--- src/rtl/mlre_pkg.sv ---
package mlre_pkg;

   localparam int unsigned NumRegs = 6;

   typedef enum logic [1:0] {
      ITEM_TICK    = 2'd0,
      ITEM_RX_BYTE = 2'd1,
      ITEM_CURRENT = 2'd2,
      ITEM_SPEED   = 2'd3
   } item_type;

   typedef enum logic [2:0] {
      RK_SET_CURRENT = 3'd0,
      RK_SET_SPEED   = 3'd1,
      RK_STATUS      = 3'd2,
      RK_CURRENT     = 3'd3,
      RK_VOLTAGE     = 3'd4
   } req_kind_type;

   typedef enum logic [2:0] {
      OC_OK       = 3'd0,
      OC_TOO_FEW  = 3'd1,
      OC_TOO_MANY = 3'd2,
      OC_OPCODE   = 3'd3,
      OC_CHECKSUM = 3'd4
   } outcome_type;

   typedef enum logic [2:0] {
      REG_AMP_STEPS   = 3'd0,
      REG_VOLT_STEPS  = 3'd1,
      REG_GAP         = 3'd2,
      REG_TIMEOUT     = 3'd3,
      REG_STATUS_PER  = 3'd4,
      REG_SPEED_STEPS = 3'd5
   } reg_index_type;

   localparam logic [7:0] FrameStart = 8'hAA;

   // One unit of work queued from the front part to the back part.
   typedef struct packed {
      logic       judge;     // 1: judge a reply, 0: send a request
      logic [2:0] req;
      logic       has_data;
      logic [7:0] data;      // request data byte (speed data is raw percent)
   } cmd_type;

   typedef struct packed {
      logic        kind;
      logic [7:0]  tx_byte;
      logic        last;
      logic [2:0]  request_kind;
      logic [2:0]  outcome;
      logic [15:0] reply_value;
      logic [15:0] motor_status;
      logic [15:0] current_x10;
      logic [15:0] voltage_x10;
   } rsp_type;

   function automatic logic [7:0] opcode_of(input logic [2:0] k);
      logic [7:0] op;
      begin
         unique case (k)
            RK_SET_CURRENT: op = 8'h64;
            RK_SET_SPEED:   op = 8'h63;
            RK_CURRENT:     op = 8'h41;
            RK_VOLTAGE:     op = 8'h42;
            default:        op = 8'h40;
         endcase
         return op;
      end
   endfunction

endpackage

--- src/rtl/mlre_if.sv ---
interface mlre_req_if;
   logic       valid;
   logic       ready;
   logic [1:0] req_type;
   logic [7:0] value;
   modport source (output valid, req_type, value, input ready);
   modport sink (input valid, req_type, value, output ready);
endinterface

interface mlre_rsp_if;
   logic        valid;
   logic        ready;
   logic        kind;
   logic [7:0]  tx_byte;
   logic        last;
   logic [2:0]  request_kind;
   logic [2:0]  outcome;
   logic [15:0] reply_value;
   logic [15:0] motor_status;
   logic [15:0] current_x10;
   logic [15:0] voltage_x10;
   modport source (output valid, kind, tx_byte, last, request_kind, outcome, reply_value,
                   motor_status, current_x10, voltage_x10, input ready);
   modport sink (input valid, kind, tx_byte, last, request_kind, outcome, reply_value,
                 motor_status, current_x10, voltage_x10, output ready);
endinterface

interface mlre_csr_if;
   logic        valid;
   logic        ready;
   logic [2:0]  index;
   logic [15:0] data;
   modport source (output valid, index, data, input ready);
   modport sink (input valid, index, data, output ready);
endinterface

--- src/rtl/mlre_div.sv ---
// Restoring divider, one quotient bit a cycle.
module mlre_div
   import mlre_pkg::*;
(
   input  logic        clock,
   input  logic        reset,
   input  logic        start,
   input  logic [25:0] dividend,
   input  logic [15:0] divisor,
   output logic        busy,
   output logic [15:0] quotient
);
   logic [25:0] quot_ff, quot_in;
   logic [16:0] rem_ff, rem_in;
   logic [4:0]  cnt_ff, cnt_in;
   logic        busy_ff, busy_in;
   logic [15:0] dsr_ff, dsr_in;
   logic [16:0] trial;

   always_comb begin
      quot_in = quot_ff;
      rem_in  = rem_ff;
      cnt_in  = cnt_ff;
      busy_in = busy_ff;
      dsr_in  = dsr_ff;
      trial   = {rem_ff[15:0], quot_ff[25]};
      if (start) begin
         quot_in = dividend;
         rem_in  = '0;
         cnt_in  = 5'd26;
         busy_in = 1'b1;
         dsr_in  = divisor;
      end else if (busy_ff) begin
         // shift in one bit, subtract when it fits
         if (trial >= {1'b0, dsr_ff}) begin
            rem_in  = trial - {1'b0, dsr_ff};
            quot_in = {quot_ff[24:0], 1'b1};
         end else begin
            rem_in  = trial;
            quot_in = {quot_ff[24:0], 1'b0};
         end
         cnt_in = cnt_ff - 5'd1;
         if (cnt_ff == 5'd1) busy_in = 1'b0;
      end
   end

   always_ff @(posedge clock) begin
      if (reset) begin
         busy_ff <= 1'b0;
         cnt_ff  <= '0;
      end else begin
         busy_ff <= busy_in;
         cnt_ff  <= cnt_in;
      end
      quot_ff <= quot_in;
      rem_ff  <= rem_in;
      dsr_ff  <= dsr_in;
   end

   assign busy     = busy_ff;
   assign quotient = (dsr_ff == 16'd0) ? 16'hFFFF : quot_ff[15:0];
endmodule

--- src/rtl/mlre_front.sv ---
// Accept items, track timers and targets, buffer received bytes, queue commands.
module mlre_front
   import mlre_pkg::*;
#(
   parameter int unsigned RX_DEPTH = 8
) (
   input  logic       clock,
   input  logic       reset,
   mlre_req_if.sink   req,
   input  logic [7:0] gap_ms,
   input  logic [7:0] timeout_ms,
   input  logic [9:0] status_per_ms,
   output logic       cmd_valid,
   output cmd_type    cmd,
   input  logic       back_done,
   input  logic [$clog2(RX_DEPTH)-1:0] rd_addr,
   output logic [7:0] rd_data,
   output logic [$clog2(RX_DEPTH+1)-1:0] rx_count
);
   localparam int unsigned AW = $clog2(RX_DEPTH);
   localparam int unsigned CW = $clog2(RX_DEPTH + 1);

   logic [7:0]    store_mem [RX_DEPTH];
   logic [7:0]    rd_data_ff;
   logic          waiting_ff, waiting_in;
   logic [2:0]    pend_ff, pend_in;
   logic [15:0]   since_req_ff, since_req_in, since_st_ff, since_st_in;
   logic [1:0]    rsel_ff, rsel_in;
   logic [6:0]    cur_t_ff, cur_t_in, spd_t_ff, spd_t_in;
   logic          cur_p_ff, cur_p_in, spd_p_ff, spd_p_in;
   logic [CW-1:0] cnt_ff, cnt_in;
   logic [CW-1:0] jcnt_ff;
   logic          busy_ff, busy_in;
   logic          cmd_v_ff, cmd_v_in;
   cmd_type       cmd_ff, cmd_in;
   logic          acc;
   logic [6:0]    pct;
   logic [15:0]   sr, ss;
   logic [2:0]    len;

   // one command in flight: accept again when the back part is done
   assign req.ready = !busy_ff;
   assign acc       = req.valid && !busy_ff;
   assign pct       = (req.value > 8'd100) ? 7'd100 : req.value[6:0];
   assign sr        = (since_req_ff == 16'hFFFF) ? since_req_ff : since_req_ff + 16'd1;
   assign ss        = (since_st_ff == 16'hFFFF) ? since_st_ff : since_st_ff + 16'd1;
   assign len       = (pend_ff == RK_STATUS || pend_ff == RK_VOLTAGE) ? 3'd5 : 3'd4;

   always_comb begin
      waiting_in   = waiting_ff;
      pend_in      = pend_ff;
      since_req_in = since_req_ff;
      since_st_in  = since_st_ff;
      rsel_in      = rsel_ff;
      cur_t_in     = cur_t_ff;
      spd_t_in     = spd_t_ff;
      cur_p_in     = cur_p_ff;
      spd_p_in     = spd_p_ff;
      cnt_in       = cnt_ff;
      busy_in      = busy_ff;
      cmd_v_in     = 1'b0;
      cmd_in       = cmd_ff;
      if (back_done) busy_in = 1'b0;
      if (acc) begin
         unique case (item_type'(req.req_type))
            ITEM_TICK: begin
               since_req_in = sr;
               since_st_in  = ss;
               if (waiting_ff) begin
                  if ({1'b0, cnt_ff} >= (CW+1)'(len) || sr > {8'd0, timeout_ms}) begin
                     cmd_v_in = 1'b1;
                     busy_in  = 1'b1;
                     cmd_in   = '{judge: 1'b1, req: pend_ff, has_data: 1'b0, data: 8'd0};
                     cnt_in   = '0;
                     waiting_in = 1'b0;
                     if (pend_ff == RK_STATUS) rsel_in = 2'd1;
                     else if (pend_ff == RK_CURRENT) rsel_in = 2'd2;
                     else if (pend_ff == RK_VOLTAGE) rsel_in = 2'd0;
                  end
               end else if (sr >= {8'd0, gap_ms}) begin
                  priority if (cur_p_ff) begin
                     cur_p_in = 1'b0;
                     cmd_in   = '{judge: 1'b0, req: RK_SET_CURRENT, has_data: 1'b1,
                                  data: {1'b0, cur_t_ff}};
                     cmd_v_in = 1'b1;
                  end else if (spd_p_ff) begin
                     spd_p_in = 1'b0;
                     cmd_in   = '{judge: 1'b0, req: RK_SET_SPEED, has_data: 1'b1,
                                  data: {1'b0, spd_t_ff}};
                     cmd_v_in = 1'b1;
                  end else if (ss > {6'd0, status_per_ms}) begin
                     cmd_in   = '{judge: 1'b0, req: 3'(3'd2 + {1'b0, rsel_ff}),
                                  has_data: 1'b0, data: 8'd0};
                     cmd_v_in = 1'b1;
                     if (rsel_ff == 2'd0) since_st_in = '0;
                  end
                  if (cmd_v_in) begin
                     busy_in      = 1'b1;
                     pend_in      = cmd_in.req;
                     since_req_in = '0;
                     waiting_in   = 1'b1;
                  end
               end
            end
            ITEM_RX_BYTE: begin
               if (cnt_ff < CW'(RX_DEPTH)) cnt_in = cnt_ff + CW'(1);
            end
            ITEM_CURRENT: begin
               if (pct != cur_t_ff) begin
                  cur_t_in = pct;
                  cur_p_in = 1'b1;
               end
            end
            ITEM_SPEED: begin
               if (pct != spd_t_ff) begin
                  spd_t_in = pct;
                  spd_p_in = 1'b1;
               end
            end
         endcase
      end
   end

   always_ff @(posedge clock) begin
      if (reset) begin
         waiting_ff   <= 1'b0;
         pend_ff      <= RK_SET_CURRENT;
         since_req_ff <= 16'hFFFF;
         since_st_ff  <= 16'hFFFF;
         rsel_ff      <= 2'd0;
         cur_t_ff     <= '0;
         spd_t_ff     <= '0;
         cur_p_ff     <= 1'b1;
         spd_p_ff     <= 1'b1;
         cnt_ff       <= '0;
         busy_ff      <= 1'b0;
         cmd_v_ff     <= 1'b0;
      end else begin
         waiting_ff   <= waiting_in;
         pend_ff      <= pend_in;
         since_req_ff <= since_req_in;
         since_st_ff  <= since_st_in;
         rsel_ff      <= rsel_in;
         cur_t_ff     <= cur_t_in;
         spd_t_ff     <= spd_t_in;
         cur_p_ff     <= cur_p_in;
         spd_p_ff     <= spd_p_in;
         cnt_ff       <= cnt_in;
         busy_ff      <= busy_in;
         cmd_v_ff     <= cmd_v_in;
      end
      cmd_ff <= cmd_in;
      // hold the byte count seen by the command for the back part
      if (cmd_v_in) jcnt_ff <= cnt_ff;
   end

   // write received bytes, registered read for the back part
   always_ff @(posedge clock) begin
      if (acc && req.req_type == ITEM_RX_BYTE && cnt_ff < CW'(RX_DEPTH))
         store_mem[cnt_ff[AW-1:0]] <= req.value;
      rd_data_ff <= store_mem[rd_addr];
   end

   assign cmd_valid = cmd_v_ff;
   assign cmd       = cmd_ff;
   assign rd_data   = rd_data_ff;
   assign rx_count  = jcnt_ff;
endmodule

--- src/rtl/mlre_back.sv ---
// Carry out one command: emit request bytes or judge the buffered reply.
module mlre_back
   import mlre_pkg::*;
#(
   parameter int unsigned RX_DEPTH = 8
) (
   input  logic        clock,
   input  logic        reset,
   input  logic        cmd_valid,
   input  cmd_type     cmd,
   output logic        back_done,
   output logic [$clog2(RX_DEPTH)-1:0] rd_addr,
   input  logic [7:0]  rd_data,
   input  logic [$clog2(RX_DEPTH+1)-1:0] rx_count,
   input  logic [9:0]  amp_steps,
   input  logic [15:0] volt_steps,
   input  logic [7:0]  speed_full,
   mlre_rsp_if.source  rsp
);
   localparam int unsigned AW = $clog2(RX_DEPTH);
   localparam int unsigned CW = $clog2(RX_DEPTH + 1);

   typedef enum logic [3:0] {
      S_IDLE, S_SPD_MUL, S_SPD_SUM, S_TX, S_RD1, S_RD2, S_RD3, S_RD4,
      S_JUDGE, S_SCALE, S_DIV, S_REPORT
   } state_type;

   state_type   state_ff;
   cmd_type     cmd_ff;
   logic [1:0]  txi_ff;
   logic [7:0]  data_ff, sum_ff;
   logic [7:0]  b1_ff, b2_ff, b3_ff;
   logic [CW-1:0] cnt_ff;
   logic [2:0]  oc_ff;
   logic [15:0] reply_ff;
   logic [15:0] st_ff, amp_ff, volt_ff;
   logic        done_ff;
   logic [15:0] prod_ff;
   rsp_type     out_ff;
   logic        out_v_ff;
   logic        out_load;
   logic        div_start, div_busy;
   logic [25:0] div_num;
   logic [15:0] div_den, div_q;
   logic        five;
   logic [7:0]  op;
   logic [7:0]  chk;
   logic [7:0]  tx_cur;
   logic        tx_last;
   logic [15:0] rv;
   logic [26:0] spd_prod;
   logic [7:0]  spd_q;

   assign five = (cmd_ff.req == RK_STATUS || cmd_ff.req == RK_VOLTAGE);
   assign op   = opcode_of(cmd_ff.req);
   assign chk  = five ? 8'(b1_ff + b2_ff + b3_ff) : 8'(b1_ff + b2_ff);
   assign rv   = five ? {b2_ff, b3_ff} : {8'd0, b2_ff};

   // speed byte: divide by one hundred through a reciprocal multiply
   assign spd_prod = 27'(prod_ff) * 27'd5243;
   assign spd_q    = spd_prod[26:19];

   // current byte of the outgoing frame
   always_comb begin
      unique case (txi_ff)
         2'd0:    tx_cur = FrameStart;
         2'd1:    tx_cur = op;
         2'd2:    tx_cur = cmd_ff.has_data ? data_ff : sum_ff;
         default: tx_cur = sum_ff;
      endcase
      tx_last = (txi_ff == 2'd3) || (txi_ff == 2'd2 && !cmd_ff.has_data);
   end

   // in the transmit and report states, load the output register whenever it frees up
   assign out_load = (state_ff == S_TX || state_ff == S_REPORT) && (!out_v_ff || rsp.ready);

   assign div_start = (state_ff == S_SCALE) && (oc_ff == OC_OK) &&
                      (cmd_ff.req == RK_CURRENT || cmd_ff.req == RK_VOLTAGE);
   always_comb begin
      if (cmd_ff.req == RK_CURRENT) begin
         div_num = 26'(reply_ff) * 26'd100;
         div_den = {6'd0, amp_steps};
      end else begin
         div_num = 26'(reply_ff) * 26'd1000;
         div_den = volt_steps;
      end
   end

   mlre_div u_div (
      .clock    (clock),
      .reset    (reset),
      .start    (div_start),
      .dividend (div_num),
      .divisor  (div_den),
      .busy     (div_busy),
      .quotient (div_q)
   );

   always_ff @(posedge clock) begin
      if (reset) begin
         state_ff <= S_IDLE;
         out_v_ff <= 1'b0;
         done_ff  <= 1'b0;
         st_ff    <= '0;
         amp_ff   <= '0;
         volt_ff  <= '0;
         txi_ff   <= '0;
      end else begin
         done_ff <= out_load && (state_ff == S_REPORT || tx_last);
         if (out_load) out_v_ff <= 1'b1;
         else if (rsp.ready) out_v_ff <= 1'b0;
         unique case (state_ff)
            S_IDLE: begin
               if (cmd_valid) begin
                  cmd_ff  <= cmd;
                  data_ff <= cmd.data;
                  txi_ff  <= '0;
                  cnt_ff  <= rx_count;
                  if (cmd.judge) state_ff <= S_RD1;
                  else if (cmd.req == RK_SET_SPEED) state_ff <= S_SPD_MUL;
                  else state_ff <= S_TX;
                  if (!cmd.judge && cmd.req == RK_SET_SPEED)
                     prod_ff <= {8'd0, speed_full} * {9'd0, cmd.data[6:0]};
                  sum_ff <= 8'(opcode_of(cmd.req) + (cmd.has_data ? cmd.data : 8'd0));
               end
            end
            S_SPD_MUL: begin
               data_ff  <= spd_q;
               state_ff <= S_SPD_SUM;
            end
            S_SPD_SUM: begin
               sum_ff   <= 8'(op + data_ff);
               state_ff <= S_TX;
            end
            S_TX: begin
               // emit one frame byte per free output slot
               if (out_load) begin
                  out_ff   <= '{kind: 1'b0, tx_byte: tx_cur, last: tx_last,
                                request_kind: cmd_ff.req, outcome: OC_OK,
                                reply_value: 16'd0, motor_status: st_ff,
                                current_x10: amp_ff, voltage_x10: volt_ff};
                  txi_ff <= txi_ff + 2'd1;
                  if (tx_last) state_ff <= S_IDLE;
               end
            end
            S_RD1: state_ff <= S_RD2;
            S_RD2: begin b1_ff <= rd_data; state_ff <= S_RD3; end
            S_RD3: begin b2_ff <= rd_data; state_ff <= S_RD4; end
            S_RD4: begin
               b3_ff <= rd_data;
               state_ff <= S_JUDGE;
            end
            S_JUDGE: begin
               // byte four arrives now; decide outcome
               state_ff <= S_SCALE;
               if (cnt_ff < CW'(five ? 5 : 4)) oc_ff <= OC_TOO_FEW;
               else if (cnt_ff > CW'(five ? 5 : 4)) oc_ff <= OC_TOO_MANY;
               else if (b1_ff != op) oc_ff <= OC_OPCODE;
               else if (chk != (five ? rd_data : b3_ff)) oc_ff <= OC_CHECKSUM;
               else oc_ff <= OC_OK;
               reply_ff <= rv;
            end
            S_SCALE: begin
               // start scaling of a good reading, or update status directly
               if (div_start) begin
                  state_ff <= S_DIV;
               end else begin
                  if (oc_ff == OC_OK && cmd_ff.req == RK_STATUS) st_ff <= reply_ff;
                  state_ff <= S_REPORT;
               end
            end
            S_DIV: begin
               if (!div_busy) begin
                  if (cmd_ff.req == RK_CURRENT) amp_ff <= div_q;
                  else volt_ff <= div_q;
                  state_ff <= S_REPORT;
               end
            end
            S_REPORT: begin
               if (out_load) begin
                  out_ff   <= '{kind: 1'b1, tx_byte: 8'd0, last: 1'b1,
                                request_kind: cmd_ff.req, outcome: oc_ff,
                                reply_value: (oc_ff == OC_OK) ? reply_ff : 16'd0,
                                motor_status: st_ff, current_x10: amp_ff,
                                voltage_x10: volt_ff};
                  state_ff <= S_IDLE;
               end
            end
            default: state_ff <= S_IDLE;
         endcase
      end
   end

   // read address for the reply bytes at positions one to four
   always_comb begin
      unique case (state_ff)
         S_RD1:   rd_addr = AW'(1);
         S_RD2:   rd_addr = AW'(2);
         S_RD3:   rd_addr = AW'(3);
         default: rd_addr = AW'(4);
      endcase
   end

   assign back_done        = done_ff;
   assign rsp.valid        = out_v_ff;
   assign rsp.kind         = out_ff.kind;
   assign rsp.tx_byte      = out_ff.tx_byte;
   assign rsp.last         = out_ff.last;
   assign rsp.request_kind = out_ff.request_kind;
   assign rsp.outcome      = out_ff.outcome;
   assign rsp.reply_value  = out_ff.reply_value;
   assign rsp.motor_status = out_ff.motor_status;
   assign rsp.current_x10  = out_ff.current_x10;
   assign rsp.voltage_x10  = out_ff.voltage_x10;
endmodule

--- src/rtl/motor_link_request_engine_core.sv ---
// Items without a result leave the input ready. A request tick's command, registered
//   in the front part, is taken by the back part, which loads its first byte into the
//   output register; a speed set passes S_SPD_MUL and S_SPD_SUM first. A judging
//   tick judges the buffered reply and reports; a current or voltage read first waits
//   on the 26-step divider that scales the reading. One tick is worked at a time:
//   input stalls until its last result's registered done flag clears the busy state.
//   Reset: synchronous, active high; restores register defaults and link state.
module motor_link_request_engine_core
   import mlre_pkg::*;
#(
   parameter int unsigned RX_DEPTH = 8
) (
   input  logic      clock,
   input  logic      reset,
   mlre_req_if.sink  req,
   mlre_rsp_if.source rsp,
   mlre_csr_if.sink  csr
);
   localparam int unsigned AW = $clog2(RX_DEPTH);
   localparam int unsigned CW = $clog2(RX_DEPTH + 1);

   logic [9:0]  amp_ff;
   logic [15:0] volt_ff;
   logic [7:0]  gap_ff, tmo_ff, spd_ff;
   logic [9:0]  per_ff;
   logic        cmd_valid, back_done;
   cmd_type     cmd;
   logic [AW-1:0] rd_addr;
   logic [7:0]  rd_data;
   logic [CW-1:0] rx_count;

   // configuration registers
   assign csr.ready = 1'b1;
   always_ff @(posedge clock) begin
      if (reset) begin
         amp_ff  <= 10'd69;
         volt_ff <= 16'd1490;
         gap_ff  <= 8'd32;
         tmo_ff  <= 8'd32;
         per_ff  <= 10'd200;
         spd_ff  <= 8'd250;
      end else if (csr.valid) begin
         unique case (csr.index)
            REG_AMP_STEPS:   amp_ff  <= csr.data[9:0];
            REG_VOLT_STEPS:  volt_ff <= csr.data;
            REG_GAP:         gap_ff  <= csr.data[7:0];
            REG_TIMEOUT:     tmo_ff  <= csr.data[7:0];
            REG_STATUS_PER:  per_ff  <= csr.data[9:0];
            REG_SPEED_STEPS: spd_ff  <= csr.data[7:0];
            default: ;
         endcase
      end
   end

   mlre_front #(.RX_DEPTH(RX_DEPTH)) u_front (
      .clock, .reset, .req,
      .gap_ms(gap_ff), .timeout_ms(tmo_ff), .status_per_ms(per_ff),
      .cmd_valid, .cmd, .back_done, .rd_addr, .rd_data, .rx_count
   );

   mlre_back #(.RX_DEPTH(RX_DEPTH)) u_back (
      .clock, .reset, .cmd_valid, .cmd, .back_done, .rd_addr, .rd_data,
      .rx_count, .amp_steps(amp_ff), .volt_steps(volt_ff),
      .speed_full(spd_ff), .rsp
   );
endmodule

--- src/flat_wrapper.sv ---
// flat-port wrapper written by rule: the top's interface ports become plain ports
module motor_link_request_engine_core_flat import mlre_pkg::*;
#(
   parameter int unsigned RX_DEPTH = 8
)
  (clock, reset, req_valid, req_req_type, req_value, req_ready, rsp_valid, rsp_kind, rsp_tx_byte, rsp_last, rsp_request_kind, rsp_outcome, rsp_reply_value, rsp_motor_status, rsp_current_x10, rsp_voltage_x10, rsp_ready, csr_valid, csr_index, csr_data, csr_ready);
  mlre_req_if req_i ();
  mlre_rsp_if rsp_i ();
  mlre_csr_if csr_i ();
  input  logic clock;
  input  logic reset;
  input wire logic [$bits(req_i.valid)-1:0] req_valid;
  input wire logic [$bits(req_i.req_type)-1:0] req_req_type;
  input wire logic [$bits(req_i.value)-1:0] req_value;
  output wire logic [$bits(req_i.ready)-1:0] req_ready;
  output wire logic [$bits(rsp_i.valid)-1:0] rsp_valid;
  output wire logic [$bits(rsp_i.kind)-1:0] rsp_kind;
  output wire logic [$bits(rsp_i.tx_byte)-1:0] rsp_tx_byte;
  output wire logic [$bits(rsp_i.last)-1:0] rsp_last;
  output wire logic [$bits(rsp_i.request_kind)-1:0] rsp_request_kind;
  output wire logic [$bits(rsp_i.outcome)-1:0] rsp_outcome;
  output wire logic [$bits(rsp_i.reply_value)-1:0] rsp_reply_value;
  output wire logic [$bits(rsp_i.motor_status)-1:0] rsp_motor_status;
  output wire logic [$bits(rsp_i.current_x10)-1:0] rsp_current_x10;
  output wire logic [$bits(rsp_i.voltage_x10)-1:0] rsp_voltage_x10;
  input wire logic [$bits(rsp_i.ready)-1:0] rsp_ready;
  input wire logic [$bits(csr_i.valid)-1:0] csr_valid;
  input wire logic [$bits(csr_i.index)-1:0] csr_index;
  input wire logic [$bits(csr_i.data)-1:0] csr_data;
  output wire logic [$bits(csr_i.ready)-1:0] csr_ready;
  assign req_i.valid = req_valid;
  assign req_i.req_type = req_req_type;
  assign req_i.value = req_value;
  assign req_ready = req_i.ready;
  assign rsp_valid = rsp_i.valid;
  assign rsp_kind = rsp_i.kind;
  assign rsp_tx_byte = rsp_i.tx_byte;
  assign rsp_last = rsp_i.last;
  assign rsp_request_kind = rsp_i.request_kind;
  assign rsp_outcome = rsp_i.outcome;
  assign rsp_reply_value = rsp_i.reply_value;
  assign rsp_motor_status = rsp_i.motor_status;
  assign rsp_current_x10 = rsp_i.current_x10;
  assign rsp_voltage_x10 = rsp_i.voltage_x10;
  assign rsp_i.ready = rsp_ready;
  assign csr_i.valid = csr_valid;
  assign csr_i.index = csr_index;
  assign csr_i.data = csr_data;
  assign csr_ready = csr_i.ready;
  motor_link_request_engine_core #(.RX_DEPTH(RX_DEPTH)) u_core (.clock(clock), .reset(reset), .req(req_i), .rsp(rsp_i), .csr(csr_i));
endmodule
--- config.mk ---
export PLATFORM = sky130hd
export DESIGN_NAME = motor_link_request_engine_core_flat
export DESIGN_NICKNAME = d
export VERILOG_FILES = /design/src/rtl/mlre_pkg.sv /design/src/rtl/mlre_if.sv /design/src/rtl/mlre_div.sv /design/src/rtl/mlre_front.sv /design/src/rtl/mlre_back.sv /design/src/rtl/motor_link_request_engine_core.sv /design/src/flat_wrapper.sv
export SDC_FILE = /design/constraint.sdc
export NUM_CORES = 2
export LEC_CHECK = 0
export BUFFER_PORTS_ARGS = -buffer_cell sky130_fd_sc_hd__buf_4
export CAP_MARGIN = 15
export CELL_PAD_IN_SITES_DETAIL_PLACEMENT = 1
export CELL_PAD_IN_SITES_GLOBAL_PLACEMENT = 1
export CORE_ASPECT_RATIO = 1.1
export CORE_UTILIZATION = 35
export CTS_CLUSTER_SIZE = 20
export DETAILED_ROUTE_END_ITERATION = 8
export PLACE_DENSITY_LB_ADDON = 0.08
export SKIP_CTS_REPAIR_TIMING = 1
export SYNTH_ARGS = -nofsm -noshare
export SYNTH_HDL_FRONTEND = slang
export SYNTH_SLANG_ARGS = --single-unit
--- constraint.sdc ---
create_clock -name clock -period 10.7 [get_ports clock]
set_clock_uncertainty 0.15 [all_clocks]
set_input_delay 1.605 -clock clock [delete_from_list [all_inputs] [get_ports clock]]
set_output_delay 1.605 -clock clock [all_outputs]
set_load 0.01 [all_outputs]
# Word level (Yosys, flattened, before mapping)
# Memory sizes are Yosys's and may differ from the RTL's. A register that Yosys moved wholly into a read port is not among the register bits.
# Cells that the tools add are included.
[totals] reg_bits=419 ram_bits=64 mem_count=1
[op_classes] n_addsub=11 n_mul=4 magnitude_cmp=9 n_eq_ne=53 mux=110 bitwise_logic=5 n_reduce_logical=75
[memory_table] memory="u_core.u_front.store_mem" depth=8 word_bits=8 read_ports=1 rd_ports_with_merged_regs=1 write_ports=1 line_no="mlre_front.sv:23" rtl="logic [7:0] store_mem [RX_DEPTH];"
[op_table] cell="$mux 16" count=14
[op_table] cell="$mux 80" count=2
[op_table] cell="$pmux 80 s2" count=1
[op_table] cell="$mux 8" count=10
[op_table] cell="$mux 13" count=6
[op_table] cell="$mux 26" count=3
[op_table] cell="$pmux 4 s12" count=1
[op_table] cell="$pmux 6 s4" count=2
[op_table] cell="$mux 1" count=41
[op_table] cell="$add 16x1->16 const B" count=2
[op_table] cell="$add 8x8->8" count=4
[op_table] cell="$eq 16x16->1 const B" count=2
[op_table] cell="$mux 4" count=8
[op_table] cell="$pmux 8 s2" count=2
[op_table] cell="$reduce_and 5->1" count=6
[op_table] cell="$mul 15x13->27 const B" count=1
[op_table] cell="$reduce_and 3->1" count=9
[op_table] cell="$pmux 8 s3" count=1
[op_table] cell="$mul 16x7->23 const B" count=1
[op_table] cell="$ne 2x2->1 const B" count=11
[op_table] cell="$reduce_and 2->1" count=11
[op_table] cell="$eq 3x2->1 const B" count=7
[op_table] cell="$mul 16x5->21 const B" count=1
[op_table] cell="$reduce_bool 2->1" count=10
[op_table] cell="50 further kinds" count=111

# Longest topological paths before layout
[logic_depth] word_depth=15 mapped_depth=21 ltp_nobuf=19

# Modules after synthesis
# From an unflattened synthesis, not the netlist that was laid out.
[unflattened] cells_unflattened=3135 area_unflattened_um2=32334.8
[modules_own_cells] mod="mlre_back" n_inst=1 cells_per_inst=1823 area_per_inst_um2=18438.9
[modules_own_cells] mod="mlre_front" n_inst=1 cells_per_inst=706 area_per_inst_um2=7601.0
[modules_own_cells] mod="mlre_div" n_inst=1 cells_per_inst=376 area_per_inst_um2=3870.0
[modules_own_cells] mod="motor_link_request_engine_core" n_inst=1 cells_per_inst=230 area_per_inst_um2=2424.8

# Least setup slack after synthesis
# OpenSTA, ideal clock, no wires.
[synth_timing] path_kind="in2reg" startpoint="input port reset" endpoint="register u_core.u_back.out_ff, in the netlist u_core.u_back.rsp.current_x10[0], enable pin" t_arrival_ps=7286 slack_ps=2646 cell_stages=2 n_path_buf=1 path_cell_list="clkbuf_1 > nor3_1"
[synth_via] elab_chain_len=2
[synth_lines] item="start, declared" line_no="flat_wrapper.sv:11" rtl="input logic reset;"
[synth_lines] item="$not 1->1 (no line)"
[synth_lines] item="$reduce_and 4->1 (no line)"
[synth_lines] item="end signal, assigned" line_no="mlre_back.sv:138" rtl="out_ff <= '{kind: 1'b0, tx_byte: tx_cur, last: tx_last,"
[synth_lines] item="end signal, assigned" line_no="mlre_back.sv:181" rtl="out_ff <= '{kind: 1'b1, tx_byte: 8'd0, last: 1'b1,"
[synth_lines] item="end, declared" line_no="mlre_back.sv:39" rtl="rsp_type out_ff;"
# No other way between the ends.
# A chain may end at the register's enable or synchronous reset.

# Worst setup path after layout
[layout_timing] startpoint="register u_core.u_front.since_st_ff[3]" endpoint="register u_core.u_front.cmd_ff, in the netlist u_core.u_front.cmd[2], enable pin"
[layout_via] elab_chain_len=5 word_cells_on_any_way=6 cone_classes="1 x add/sub; 1 x order compare; 1 x eq/ne; 1 x mux; 2 x reduce/logical"
[layout_lines] item="start, declared" line_no="mlre_front.sv:27" rtl="logic [15:0] since_req_ff, since_req_in, since_st_ff, since_st_in;"
[layout_lines] item="start signal, assigned" line_no="mlre_front.sv:142" rtl="since_st_ff <= since_st_in;"
[layout_lines] item="$add 16x1->16 or $eq 16x16->1 (tied branches)" line_no="mlre_front.sv:46" rtl="assign ss = (since_st_ff == 16'hFFFF) ? since_st_ff : since_st_ff + 16'd1;"
[layout_lines] item="$mux 16 *" line_no="mlre_front.sv:46"
[layout_lines] item="$gt 16x10->1 *" line_no="mlre_front.sv:91" rtl="end else if (ss > {6'd0, status_per_ms}) begin"
[layout_lines] item="$reduce_bool 4->1 (no line) *"
[layout_lines] item="$reduce_and 5->1 (no line) *"
[layout_lines] item="end signal, assigned" line_no="mlre_front.sv:152" rtl="cmd_ff <= cmd_in;"
[layout_lines] item="end, declared" line_no="mlre_front.sv:35" rtl="cmd_type cmd_ff, cmd_in;"
# Every way passes the cells marked *; elsewhere a longest branch is shown, timed or not.

==> metrics.md <==
| Metric | Value |
|---|---|
| Outcome | completed |
| Tot GR Track Use | around a fifth |
| Clk root buf | clkbuf_16 |
| Placed cells | 4265 |
| Starting DRT DRC Count | around 910 |
| Remaining antenna violation count | 0 |
| Final Slew Violations | 0 |
| Maxcap violations | 0 |
| Comb power frac | 20.2% |
| Total gr overflow | 0 |
| Syn Nets | 3582 |
| Area growth from synthesis to layout | 13.0% |
| Internal Pwr Total | 3.55 mW |
| Count of cell types in the netlist | 86 |
| Mapped cell area | slightly above 30000 um^2 |
| Tightest Pin Transition | approximately 1100 ps |
| CP Launch Type | flip-flop |
| DR vias/cell | roughly 5.1 |
| Asr flop ratio synth | 0% |
| # fillers | just under 10000 |
| Std cell rows | roughly 110 |
| Vias in the first global route | between 20000 and 25000 |
| Clock H-tree levels | 2 |
| First-pass GRT wire length | between 100000 and 150000 um |
| Mapped Avg Cell Area | just under 10 um^2 |
| Num CTS Buffers | 54 |
| Hold Violations, Final | 0 |
| Final cell count without fillers | ~4400 |
| Drt wl/cell | about 20 um |
| Post-synth EDFFs | 260 |
| Setup TNS | 0 ps |
| Switching part of the total | between 20% and 30% |
| Routability Congestion | roughly 0.8 |
| Synth Warn # | 0 |
| HPWL Detailed | 66500 um |
| Peak supply drop | between 0.1 and 0.15 mV |
| Minimum clock period | ~5600 ps |
| Gate Count Post-Synth | between 3000 and 4000 |
| Die area | a little under 90000 um^2 |
| CP Capture Type | flip-flop |
| Die Span Y | around 310 um |
| WS Path Type | reg -> reg |
| Top FF cell, synth | edfxtp_1 |
| Sequential Area | 11900 um^2 |
| Fmax | 179 MHz |
| Nets | between 3000 and 4000 |
| Layout cells sized above 1 | 9.29% |
| Sequential share of power | roughly 41% |
| Residual DRC | 0 |
| Register area share after synthesis | 38.9% |
| Maximum net fanout on the critical path | 12 |
| Yosys reg bits | 466 |
| Vias | roughly 22000 |
| Drt pass-1 iters | 4 |
| Starting density of the core | a little over a third |
| Final Setup Violations | 0 |
| RSZ-0062 raised after global routing | no |
| CTS tree | done |
| Final WL | around 86000 um |
| Largest net degree at the start of global routing | 88 |
| Pwr dens | around 140 nW/um^2 |
| Initial antenna violation count | 1 |
| Die Width | ~280 um |
| Crit path DAT | around 5800 ps |
| IO Pins | approximately 120 |
| CTS sink cnt | 466 |
| Skew-Pair Late Insertion Delay | approximately 650 ps |
| Leak pwr | 14.6 nW |
| Clock network fraction of total power | 38.9% |
| Area of the multi-input gates | 16900 um^2 |
| Worst endpoint required time | 10900 ps |
| Clock transition at path regs | approximately 60 ps |
| Psw | about 1.5 mW |
| Clock Path Buffers | 3 |
| Hold crit path type | reg -> reg |
| Tcrit/Tclk final | 52.2% |
| Core region area | 86500 um^2 |
| Worst relative slew slack | between 20% and 30% |
| Port Buf Inserts | 115 |
## cell usage in the layout, fill, tap and decap left out, types with 8 or more instances in the layout
| cell type | Yosys | final |
|---|---|---|
| a211o_1 | 10 | 10 |
| a211oi_1 | 49 | 49 |
| a21o_1 | 37 | 37 |
| a21oi_1 | 186 | 186 |
| a31oi_1 | 34 | 34 |
| and2_1 | 60 | 60 |
| and3_1 | 36 | 36 |
| and4_1 | 9 | 9 |
| buf_4 | 2 | 144 |
| clkbuf_1 | 104 | 12 |
| clkbuf_16 | 0 | 55 |
| clkinv_2 | 0 | 11 |
| dfxtp_1 | 206 | 206 |
| edfxtp_1 | 260 | 260 |
| fa_1 | 167 | 167 |
| ha_1 | 295 | 295 |
| inv_1 | 363 | 363 |
| mux2_2 | 21 | 21 |
| mux2i_1 | 32 | 32 |
| mux4_2 | 8 | 8 |
| nand2_1 | 362 | 362 |
| nand2b_1 | 22 | 22 |
| nand3_1 | 67 | 67 |
| nand4_1 | 11 | 11 |
| nor2_1 | 220 | 219 |
| nor2b_1 | 21 | 21 |
| nor3_1 | 57 | 54 |
| nor3b_1 | 9 | 8 |
| nor4_1 | 13 | 11 |
| o211ai_1 | 16 | 16 |
| o21a_1 | 19 | 19 |
| o21ai_0 | 88 | 88 |
| o31ai_1 | 11 | 11 |
| or2_2 | 11 | 11 |
| or3_1 | 11 | 11 |
| xnor2_1 | 86 | 86 |
| xor2_1 | 52 | 52 |
## flip-flops by register name, indices dropped and copies added (netlist names), 10 cells and up
name and count:
u_core.u_back.volt_ff 16, u_core.u_back.amp_ff 16, u_core.u_back.rsp.voltage_x10 16, u_core.u_front.since_req_ff 16, u_core.volt_ff 16, u_core.u_back.rsp.motor_status 16, u_core.u_back.reply_ff 16, u_core.u_front.store_mem 40
u_core.u_front.cmd 12, u_core.u_back.st_ff 16, u_core.u_back.prod_ff 15, u_core.u_back.u_div.dsr_ff 16, u_core.u_back.rsp.current_x10 16, u_core.u_back.u_div.rem_ff 16, u_core.u_front.since_st_ff 16, u_core.u_back.rsp.reply_value 16
u_core.amp_ff 10, u_core.u_back.u_div.quot_ff 26, u_core.per_ff 10
## final timing paths
kind,start,to,slack [ps],depth (start not counted)
worst min-delay path,u_core.u_front.rx_count[2],u_core.u_back.cnt_ff[2],270,0
worst max register to register,u_core.u_front.since_st_ff[3],u_core.u_front.cmd[2],5110,17
worst max-delay path,u_core.u_front.since_st_ff[3],u_core.u_front.cmd[2],5110,17
worst min register to register,u_core.u_front.rx_count[2],u_core.u_back.cnt_ff[2],270,0
## Yosys cell counts, types with 13 or more instances
master    instances  share of area [%]
mux2i_1          32                1.0
xor2_1           52                1.5
xnor2_1          86                2.5
fa_1            167                 11
o21ai_0          88                1.4
a211oi_1         49                1.2
nand2b_1         22               0.45
o21a_1           19               0.47
o211ai_1         16               0.39
edfxtp_1        260                 25
nor4_1           13               0.27
inv_1           363                4.4
a21o_1           37               0.91
a31oi_1          34               0.69
nand3_1          67                1.1
mux2_2           21               0.77
nand2_1         362                4.4
a21oi_1         186                3.0
clkbuf_1        104                1.3
and3_1           36               0.73
nor3_1           57               0.93
nor2_1          220                2.7
and2_1           60                1.2
nor2b_1          21               0.43
dfxtp_1         206                 13
ha_1            295                 12
## power by group through the flow
stage / clock (mW) / sequential, mW / combinational (mW)
floorplan: 0 / 2.05 / 0.775
global placement: 0 / 2.08 / 0.995
detailed placement: 0 / 2.09 / 1.02
CTS: 2.01 / 2.05 / 1.03
global route: 2.07 / 2.06 / 1.15
finish: 1.95 / 2.05 / 1.01
## kinds of logic after synthesis
family          share of synthesized area, %
compound gates                          11.5
xor+xnor                                3.94
fa+ha+maj                               23.0
buf+inv                                 5.95
flops                                   38.9
mux                                     2.45
other cells                           0.0122
simple gates                            14.3
## critical path: stages, from the launching register on
cell	delay [ps]
dfxtp_1	460
and4_1	370
and3_4	250
nand2_1	100
or2_2	430
and3_1	280
and4_1	240
xnor2_1	220
inv_1	80
ha_1	300
and3_1	180
a221oi_1	280
a21oi_1	190
nor4_4	740
a221oi_2	150
buf_4	240
a21boi_1	340
inv_1	270
## stage by stage
step	hold slack (ps)	total power [mW]	area, um^2	setup slack, ps	utilization [%]
floorplan	250	2.83	30600	2650	-
global placement	263	3.08	32800	5190	37.8
detailed placement	259	3.11	32800	5050	37.8
CTS	265	5.09	34600	5020	40.0
global route	275	5.27	34600	4650	40.0
finish	270	5.00	34600	5110	40.0
## cell type report
type	instances	area share (%)
multi-input combinational	2141	48.9
sequential	466	34.4
clock buffer	72	4.30
tap	1150	4.15
inverter	363	3.93
timing repair buffer	145	3.15
clock inverter	30	1.12
antenna	2	0.0145
## per-layer routing
layer / global-route usage, % / up-vias / part of all wire [%]
met5: 0 / - / 0
met4: 5.87 / 0 / 2.7
met3: 2.39 / 98 / 2.5
met2: 34.7 / 234 / 50
met1: 24.0 / 11094 / 44
li1: - / 10782 / -
(Power assumes the default switching activity.)
